===== src/rtl/bsd_pkg.sv =====
// bsd_pkg: types, constants and the character classifier of the base64 stream decoder
// used by bsd_front, bsd_queue, bsd_back and base64_stream_decoder_unit
package bsd_pkg;

  localparam int TOTAL_W = 24;
  localparam int Q_DEPTH = 4;
  localparam int Q_PTR_W = 2;

  localparam logic [6:0] CODE_PAD = 7'd64;
  localparam logic [6:0] CODE_BAD = 7'd65;

  localparam logic [7:0] CH_SPACE = 8'h20;
  localparam logic [7:0] CH_TAB   = 8'h09;
  localparam logic [7:0] CH_CR    = 8'h0D;
  localparam logic [7:0] CH_LF    = 8'h0A;
  localparam logic [7:0] CH_PLUS  = 8'h2B;
  localparam logic [7:0] CH_SLASH = 8'h2F;
  localparam logic [7:0] CH_EQ    = 8'h3D;
  localparam logic [7:0] CH_UA    = 8'h41;
  localparam logic [7:0] CH_UZ    = 8'h5A;
  localparam logic [7:0] CH_LA    = 8'h61;
  localparam logic [7:0] CH_LZ    = 8'h7A;
  localparam logic [7:0] CH_D0    = 8'h30;
  localparam logic [7:0] CH_D9    = 8'h39;

  typedef enum logic [1:0] {
    ST_OK      = 2'd0,
    ST_FORMAT  = 2'd1,
    ST_NOSPACE = 2'd2
  } status_e;

  typedef struct packed {
    logic [7:0] in_char;
    logic       char_present;
    logic       end_of_input;
  } in_item_t;

  typedef struct packed {
    logic [7:0]         out_byte;
    logic               is_status;
    status_e            status;
    logic [TOTAL_W-1:0] total_bytes;
    logic               run_last;
  } out_item_t;

  // one accepted item's worth of results
  typedef struct packed {
    logic [2:0][7:0]    data;
    logic [1:0]         nbytes;
    logic               has_status;
    status_e            status;
    logic [TOTAL_W-1:0] base;
  } job_t;

  function automatic logic [6:0] sextet(input logic [7:0] ch);
    logic [6:0] code;
    code = CODE_BAD;
    if (ch inside {[CH_UA:CH_UZ]}) begin
      code = 7'(ch - CH_UA);
    end else if (ch inside {[CH_LA:CH_LZ]}) begin
      code = 7'(ch - CH_LA + 8'd26);
    end else if (ch inside {[CH_D0:CH_D9]}) begin
      code = 7'(ch - CH_D0 + 8'd52);
    end else if (ch == CH_PLUS) begin
      code = 7'd62;
    end else if (ch == CH_SLASH) begin
      code = 7'd63;
    end else if (ch == CH_EQ) begin
      code = CODE_PAD;
    end
    return code;
  endfunction

  function automatic logic is_space(input logic [7:0] ch);
    return ch inside {CH_SPACE, CH_TAB, CH_CR, CH_LF};
  endfunction

endpackage


===== src/rtl/bsd_front.sv =====
// bsd_front: accepts characters, keeps the open group, counts bytes and raises errors
// depends on bsd_pkg; hands one job per result-producing request to the queue
module bsd_front #(
  parameter int COUNT_WIDTH = 24
) (
  input  logic              clk_i,
  input  logic              rst_ni,
  input  logic              in_valid_i,
  output logic              in_ready_o,
  input  bsd_pkg::in_item_t in_data_i,
  input  logic              cfg_we_i,
  input  logic [23:0]       cfg_wdata_i,
  input  logic              q_full_i,
  output logic              push_o,
  output bsd_pkg::job_t     job_o
);

  localparam int LW = ((COUNT_WIDTH > bsd_pkg::TOTAL_W) ? COUNT_WIDTH : bsd_pkg::TOTAL_W) + 1;
  localparam logic [LW-1:0] CMAX = LW'({COUNT_WIDTH{1'b1}});

  logic [23:0]            cap_q;
  logic [2:0][6:0]        chars_q, chars_d;
  logic [1:0]             fill_q, fill_d;
  logic [COUNT_WIDTH-1:0] bytes_q, bytes_d;
  bsd_pkg::status_e       err_q, err_d;

  logic          accept;
  logic [6:0]    code;
  logic [23:0]   v;
  logic [1:0]    emit;
  logic          grp_bad;
  logic [LW-1:0] limit, sum, bytes_ext;

  assign in_ready_o = !q_full_i;
  assign accept     = in_valid_i && !q_full_i;
  assign code       = bsd_pkg::sextet(in_data_i.in_char);
  assign v          = {chars_q[0][5:0], chars_q[1][5:0], chars_q[2][5:0], code[5:0]};
  assign bytes_ext  = LW'(bytes_q);
  assign limit      = (LW'(cap_q) < CMAX) ? LW'(cap_q) : CMAX;
  assign sum        = bytes_ext + LW'(emit);

  // group decode with the incoming char as the fourth one
  always_comb begin
    grp_bad = 1'b0;
    emit    = 2'd0;
    if (chars_q[0][6] || chars_q[1][6]) begin
      grp_bad = 1'b1;
    end else if (chars_q[2] == bsd_pkg::CODE_PAD && code == bsd_pkg::CODE_PAD) begin
      emit = 2'd1;
    end else if (!chars_q[2][6] && code == bsd_pkg::CODE_PAD) begin
      emit = 2'd2;
    end else if (!chars_q[2][6] && !code[6]) begin
      emit = 2'd3;
    end else begin
      grp_bad = 1'b1;
    end
  end

  always_comb begin
    chars_d = chars_q;
    fill_d  = fill_q;
    bytes_d = bytes_q;
    err_d   = err_q;
    job_o   = '0;
    job_o.data   = {v[7:0], v[15:8], v[23:16]};
    job_o.base   = bsd_pkg::TOTAL_W'(bytes_ext);
    job_o.status = bsd_pkg::ST_OK;
    push_o  = 1'b0;
    if (accept) begin
      if (in_data_i.char_present && err_q == bsd_pkg::ST_OK &&
          !bsd_pkg::is_space(in_data_i.in_char)) begin
        if (code == bsd_pkg::CODE_BAD) begin
          err_d = bsd_pkg::ST_FORMAT;
        end else if (fill_q != 2'd3) begin
          chars_d[fill_q] = code;
          fill_d          = fill_q + 2'd1;
        end else begin
          fill_d = 2'd0;
          if (grp_bad) begin
            err_d = bsd_pkg::ST_FORMAT;
          end else if (sum > limit) begin
            err_d = bsd_pkg::ST_NOSPACE;
          end else begin
            bytes_d      = COUNT_WIDTH'(sum);
            job_o.nbytes = emit;
          end
        end
      end
      if (in_data_i.end_of_input) begin
        job_o.has_status = 1'b1;
        job_o.status     = (err_d == bsd_pkg::ST_OK && fill_d != 2'd0) ?
                           bsd_pkg::ST_FORMAT : err_d;
        fill_d  = 2'd0;
        bytes_d = '0;
        err_d   = bsd_pkg::ST_OK;
      end
      push_o = (job_o.nbytes != 2'd0) || job_o.has_status;
    end
  end

  always_ff @(posedge clk_i or negedge rst_ni) begin
    if (!rst_ni) begin
      cap_q   <= 24'hFFFFFF;
      fill_q  <= 2'd0;
      bytes_q <= '0;
      err_q   <= bsd_pkg::ST_OK;
    end else begin
      if (cfg_we_i) begin
        cap_q <= cfg_wdata_i;
      end
      fill_q  <= fill_d;
      bytes_q <= bytes_d;
      err_q   <= err_d;
    end
  end

  always_ff @(posedge clk_i) begin
    chars_q <= chars_d;
  end

endmodule


===== src/rtl/bsd_queue.sv =====
// bsd_queue: short job queue between the front and the back of the decoder
// depends on bsd_pkg for the job type and depth
module bsd_queue (
  input  logic          clk_i,
  input  logic          rst_ni,
  input  logic          push_i,
  input  bsd_pkg::job_t job_i,
  output logic          full_o,
  input  logic          pop_i,
  output logic          valid_o,
  output bsd_pkg::job_t job_o
);

  bsd_pkg::job_t                  mem_q [bsd_pkg::Q_DEPTH];
  logic [bsd_pkg::Q_PTR_W-1:0]    wr_q, rd_q;
  logic [bsd_pkg::Q_PTR_W:0]      cnt_q;

  assign full_o  = (cnt_q == (bsd_pkg::Q_PTR_W+1)'(bsd_pkg::Q_DEPTH));
  assign valid_o = (cnt_q != '0);
  assign job_o   = mem_q[rd_q];

  always_ff @(posedge clk_i or negedge rst_ni) begin
    if (!rst_ni) begin
      wr_q  <= '0;
      rd_q  <= '0;
      cnt_q <= '0;
    end else begin
      if (push_i) begin
        wr_q <= wr_q + 1'b1;
      end
      if (pop_i) begin
        rd_q <= rd_q + 1'b1;
      end
      if (push_i && !pop_i) begin
        cnt_q <= cnt_q + 1'b1;
      end else if (pop_i && !push_i) begin
        cnt_q <= cnt_q - 1'b1;
      end
    end
  end

  always_ff @(posedge clk_i) begin
    if (push_i) begin
      mem_q[wr_q] <= job_i;
    end
  end

endmodule


===== src/rtl/bsd_back.sv =====
// bsd_back: turns queued jobs into result items, one a cycle while the output is accepted, through an output register
// depends on bsd_pkg for the job and result types
module bsd_back (
  input  logic               clk_i,
  input  logic               rst_ni,
  input  logic               valid_i,
  input  bsd_pkg::job_t      job_i,
  output logic               pop_o,
  output logic               out_valid_o,
  input  logic               out_ready_i,
  output bsd_pkg::out_item_t out_data_o
);

  logic [1:0]         idx_q, idx_d;
  logic               out_valid_q, out_valid_d;
  bsd_pkg::out_item_t out_q, res;
  logic [2:0]         n_res;
  logic               last, load;

  assign n_res = {1'b0, job_i.nbytes} + {2'b00, job_i.has_status};
  assign last  = ({1'b0, idx_q} == (n_res - 3'd1));
  assign load  = valid_i && (!out_valid_q || out_ready_i);
  assign pop_o = load && last;

  always_comb begin
    res = '0;
    res.run_last = last;
    if (idx_q < job_i.nbytes) begin
      res.out_byte    = job_i.data[idx_q];
      res.is_status   = 1'b0;
      res.status      = bsd_pkg::ST_OK;
      res.total_bytes = job_i.base + bsd_pkg::TOTAL_W'(idx_q) + 1'b1;
    end else begin
      res.out_byte    = 8'd0;
      res.is_status   = 1'b1;
      res.status      = job_i.status;
      res.total_bytes = job_i.base + bsd_pkg::TOTAL_W'(job_i.nbytes);
    end
  end

  always_comb begin
    idx_d       = idx_q;
    out_valid_d = out_valid_q;
    if (load) begin
      out_valid_d = 1'b1;
      idx_d       = last ? 2'd0 : idx_q + 2'd1;
    end else if (out_ready_i) begin
      out_valid_d = 1'b0;
    end
  end

  always_ff @(posedge clk_i or negedge rst_ni) begin
    if (!rst_ni) begin
      idx_q       <= 2'd0;
      out_valid_q <= 1'b0;
    end else begin
      idx_q       <= idx_d;
      out_valid_q <= out_valid_d;
    end
  end

  always_ff @(posedge clk_i) begin
    if (load) begin
      out_q <= res;
    end
  end

  assign out_valid_o = out_valid_q;
  assign out_data_o  = out_q;

endmodule


===== src/rtl/base64_stream_decoder_unit.sv =====
// base64_stream_decoder_unit: top level of the base64 stream decoder
// depends on bsd_pkg, bsd_front, bsd_queue and bsd_back
// path: the first result of a request is registered in the job queue, then in the output register
// throughput: one request a cycle while the four-entry job queue has room; the
//   back end drains one result a cycle while out_ready_i accepts it
// reset: asynchronous, clears group fill, byte count, error, queue and output valid;
//   capacity returns to 0xFFFFFF, no clearing pass
module base64_stream_decoder_unit #(
  parameter int COUNT_WIDTH = 24
) (
  input  logic               clk_i,
  input  logic               rst_ni,
  input  logic               in_valid_i,
  output logic               in_ready_o,
  input  bsd_pkg::in_item_t  in_data_i,
  output logic               out_valid_o,
  input  logic               out_ready_i,
  output bsd_pkg::out_item_t out_data_o,
  input  logic               cfg_we_i,
  input  logic [23:0]        cfg_wdata_i
);

  logic          q_full, push, pop, q_valid;
  bsd_pkg::job_t job_in, job_out;

  bsd_front #(
    .COUNT_WIDTH(COUNT_WIDTH)
  ) u_front (
    .clk_i      (clk_i),
    .rst_ni     (rst_ni),
    .in_valid_i (in_valid_i),
    .in_ready_o (in_ready_o),
    .in_data_i  (in_data_i),
    .cfg_we_i   (cfg_we_i),
    .cfg_wdata_i(cfg_wdata_i),
    .q_full_i   (q_full),
    .push_o     (push),
    .job_o      (job_in)
  );

  bsd_queue u_queue (
    .clk_i  (clk_i),
    .rst_ni (rst_ni),
    .push_i (push),
    .job_i  (job_in),
    .full_o (q_full),
    .pop_i  (pop),
    .valid_o(q_valid),
    .job_o  (job_out)
  );

  bsd_back u_back (
    .clk_i      (clk_i),
    .rst_ni     (rst_ni),
    .valid_i    (q_valid),
    .job_i      (job_out),
    .pop_o      (pop),
    .out_valid_o(out_valid_o),
    .out_ready_i(out_ready_i),
    .out_data_o (out_data_o)
  );

endmodule

===== config.mk =====
export PLATFORM = sky130hd
export DESIGN_NAME = base64_stream_decoder_unit
export DESIGN_NICKNAME = d
export VERILOG_FILES = /design/src/rtl/bsd_pkg.sv /design/src/rtl/bsd_front.sv /design/src/rtl/bsd_queue.sv /design/src/rtl/bsd_back.sv /design/src/rtl/base64_stream_decoder_unit.sv
export SDC_FILE = /design/constraint.sdc
export NUM_CORES = 1
export LEC_CHECK = 0
export ABC_AREA = 1
export BUFFER_PORTS_ARGS = -buffer_cell sky130_fd_sc_hd__buf_2
export CORE_ASPECT_RATIO = 1.1
export CORE_MARGIN = 4
export CORE_UTILIZATION = 50
export CTS_CLUSTER_DIAMETER = 200
export CTS_CLUSTER_SIZE = 14
export DETAILED_ROUTE_END_ITERATION = 6
export GPL_TIMING_DRIVEN = 0
export PLACE_DENSITY = 0.78
export SETUP_SLACK_MARGIN = 0.1
export SLEW_MARGIN = 20
export SYNTH_ARGS = -nofsm -noshare
export SYNTH_HDL_FRONTEND = slang
export SYNTH_SLANG_ARGS = --single-unit

===== constraint.sdc =====
create_clock -name clk_i -period 11.5 [get_ports clk_i]
set_input_delay 1.725 -clock clk_i [delete_from_list [all_inputs] [get_ports clk_i]]
set_output_delay 1.725 -clock clk_i [all_outputs]
set_load 0.03 [all_outputs]

==> impl_metrics.py <==
metrics = {
    "status": {
        "run_status": "complete, no violations",
    },
    "setup_path": {
        "cp_slowest_cell": "nor3_1",
        "r2r_cells": 35,
        "critPathKind": "in -> reg",
        "cpMostUsedCell": "nand2_1",
        "crit_path_max_incr_delay_ps": 480,
        "rr_endpoint": "u_queue.mem_q[2][38]$_DFFE_PP_",
        "required_ps": 11730,
        "path_max_fanout": 19,
        "path_buf_inv": 11,
        "cp_top_family": "simple AND/OR/NAND/NOR gates",
        "worst_setup_path_end_kind": "flop",
        "cp.arrival_ps": 9590,
        "r2r-start": "u_front.job_o[51]$_DFFE_PP_",
        "r2r_setup_slack_ps": 4040,
        "start_kind": "primary input",
    },
    "synthesis": {
        "yosys_warnings": 0,
        "synth_top_area_share_pct": 52.2,
        "ys_async_sr_fraction_pct": 18.7,
        "synth_most_common_cell": "edfxtp_1",
        "synth_area_leaders": "edfxtp_1 (52%), dfrtp_1 (6.1%), nand2_1 (5.8%)",
        "synthFlopType": "edfxtp_1",
        "synth_top_cell_by_area": "edfxtp_1",
        "yosysSeqAreaShare_pct": 62.4,
        "ys_types": 55,
        "ys_ff_latch": 331,
        "synthCells": 1416,
        "synth.cells.most_frequent": "edfxtp_1 (269), nand2_1 (238), inv_1 (137), nor2_1 (134), o21ai_0 (118)",
        "synth-edff-count": 269,
        "synth_fp_nets": 1510,
        "syn-cell-area_um2": 15500,
        "syn_area_per_cell_um2": 10.9,
    },
    "finish": {
        "areaGrowthSynthToFinish_pct": 13.2,
        "layout-drive-gt1-share_pct": 14.2,
        "final.fill_count": 2462,
        "diodes": 0,
        "design_area_um2": 17500,
        "nets": 1627,
    },
    "worst_hold_path": {
        "holdCritPathClass": "reg -> reg",
        "whs_path_depth": 2,
        "holdPathEnd": "u_front.cap_q[9]$_DFFE_PN1P_",
        "min-delay-start": "u_front.cap_q[9]$_DFFE_PN1P_",
    },
    "power": {
        "peakVddDrop_mv": 0.113,
        "p_leak_nw": 6.96,
        "p_per_area_nw_per_um2": 222,
        "finalPower_mw": 3.89,
    },
    "timing": {
        "postLayoutSetupSlackWorst_ps": 2140,
        "max_slew_margin_pct": 37.8,
        "clock.fmax_mhz": 107,
        "tightest_slew_ps": 929,
        "hold_viol_final": 0,
        "finClkSkew_ps": 34.2,
        "final_max_slew_viol_count": 0,
        "min_period_ps": 9360,
        "hold_ws_ps": 493,
        "fin_crit_sh_pct": 81.4,
        "rsz0062_at_grt": "no",
        "setup_viol": 0,
    },
    "global_route": {
        "grt_max_degree": 41,
        "overflow": 0,
        "grt_pass1_vias": 10915,
        "track_usage_pct": 20.9,
        "antenna_found_initial": 1,
        "grt_pass1_wl_mm": 56.8,
    },
    "clock_network": {
        "cts_tree": "yes",
        "post_cts_buffers": 0,
        "cts_root_buf": "clkbuf_16",
        "hold_buffers": 0,
        "clock_latency_ps": 550,
        "cts_htree_levels": 1,
        "cts_buffers": 27,
        "clock-sinks": 331,
        "post_cts_resized": 0,
        "clkTransAtPathRegs_ps": 70,
        "clk_path_buf_depth": 3,
    },
    "die": {
        "die_h_um": 193,
        "die-area_um2": 33800,
        "core_area_um2": 30500,
        "start_util_pct": 50.7,
        "ioPinCount": 77,
        "rows": 67,
        "die_w_um": 176,
    },
    "routing": {
        "vias": 11015,
        "via_per_inst": 5.60,
        "wl_per_cell_um": 18.2,
        "wl_mm": 35.8,
        "initialDrtViolationCount": 1100,
        "antenna_left": 0,
        "drt_first_pass_iters": 5,
        "drc": 0,
    },
    "place": {
        "place.gp.congestion": 0.888,
        "io_buffers": 74,
        "dpl_cell_area_um2": 16800,
        "pre_cts_slack_ps": 1650,
        "dp_hpwl_mm": 25.3,
    },
    "job": {
        "maxCapViolations": 0,
    },
}
[worst register-to-register path, delay by kind of cell, from the launching register on]
kind / cells / cell delay (ps)
flops: 1 / 470
simple gates: 20 / 3890
compound gates: 2 / 460
xor+xnor: 1 / 220
fa+ha+maj: 3 / 900
buf+inv: 9 / 1220
[kinds of logic after synthesis]
| logic type | synth area share [%] |
|---|---|
| AO/OA/AOI/OAI | 9.34 |
| multiplexers | 0.0727 |
| AND/OR/NAND/NOR | 15.7 |
| flip-flops | 62.4 |
| buffers and inverters | 5.33 |
| adder cells (fa/ha/maj) | 4.64 |
| XOR/XNOR | 2.49 |
[where the power goes]
group	switching, mW	total [mW]	leakage, nW	internal (mW)
clock	0.404	0.847	0.362	0.443
sequential	0.0533	1.59	3.30	1.53
combinational	1.03	1.46	3.30	0.434
[sequential cells by signal, indices dropped and copies added (netlist names)]
signal	flops
u_front.fill_q	2
u_front.cap_q	24
u_front.chars_q	3
u_back.out_valid_o	1
u_queue.wr_q	2
u_queue.rd_q	2
u_queue.cnt_q	3
u_front.err_q	2
u_back.out_data_o	36
u_queue.mem_q	212
u_front.job_o	18
u_back.idx_q	2
u_front.bytes_q	24
[cell usage in the layout, fill, tap and decap left out, drive strengths merged, types with 5 or more instances in the layout]
master	instances
nor4	5
dfrtp	38
nor2	150
nand4	19
xor2	35
o22ai	20
a32oi	16
o21ai	130
nor3	10
o221ai	12
clkbuf	81
ha	51
inv	144
xnor2	9
edfxtp	269
nand2	249
a21oi	56
buf	111
dfstp	24
nand3	91
[cell type report]
cell class / instances / area (um^2) / area share, %
Buffer: 56 / 282 / 1.61
Clock buffer: 48 / 754 / 4.30
Clock inverter: 2 / 16.3 / 0.0928
Inverter: 144 / 543 / 3.10
Multi-Input combinational cell: 885 / 5040 / 28.8
Sequential cell: 331 / 9660 / 55.1
Tap cell: 414 / 518 / 2.96
Timing Repair Buffer: 88 / 713 / 4.07
[routing by layer]
metal	GRT usage (%)	vias up	wire (um)
met2	36.1	505	17700
met5	0	-	13
li1	-	5158	-
met1	27.8	5273	14500
met4	6.63	2	786
met3	2.74	77	2770
[metrics by stage]
step | setup TNS [ps] | util [%] | instances
after global routing | 0 | 57.4 | 1968
after detailed placement | 0 | 54.9 | 1918
final | 0 | 57.4 | 1968
after floorplan | 0 | - | 1416
after global placement | -15290 | 53.6 | 1904
after CTS | 0 | 57.4 | 1968
[worst max-delay path by stage]
stage / from / end / slack (ps) / cells after the start
2_1_floorplan: in_data_i[5] / u_queue.mem_q[0][0]$_DFFE_PP_ / 2640 / 42
3_3_place_gp: in_data_i[2] / u_queue.mem_q[3][30]$_DFFE_PP_ / -100 / 42
3_5_place_dp: in_data_i[2] / u_queue.mem_q[2][30]$_DFFE_PP_ / 1650 / 45
4_1_cts: in_data_i[2] / u_queue.mem_q[2][38]$_DFFE_PP_ / 2170 / 45
5_1_grt: in_data_i[2] / u_queue.mem_q[2][33]$_DFFE_PP_ / 1350 / 45
6_report: in_data_i[2] / u_queue.mem_q[2][38]$_DFFE_PP_ / 2140 / 45
No activity file was read; power rests on OpenSTA's default activity.
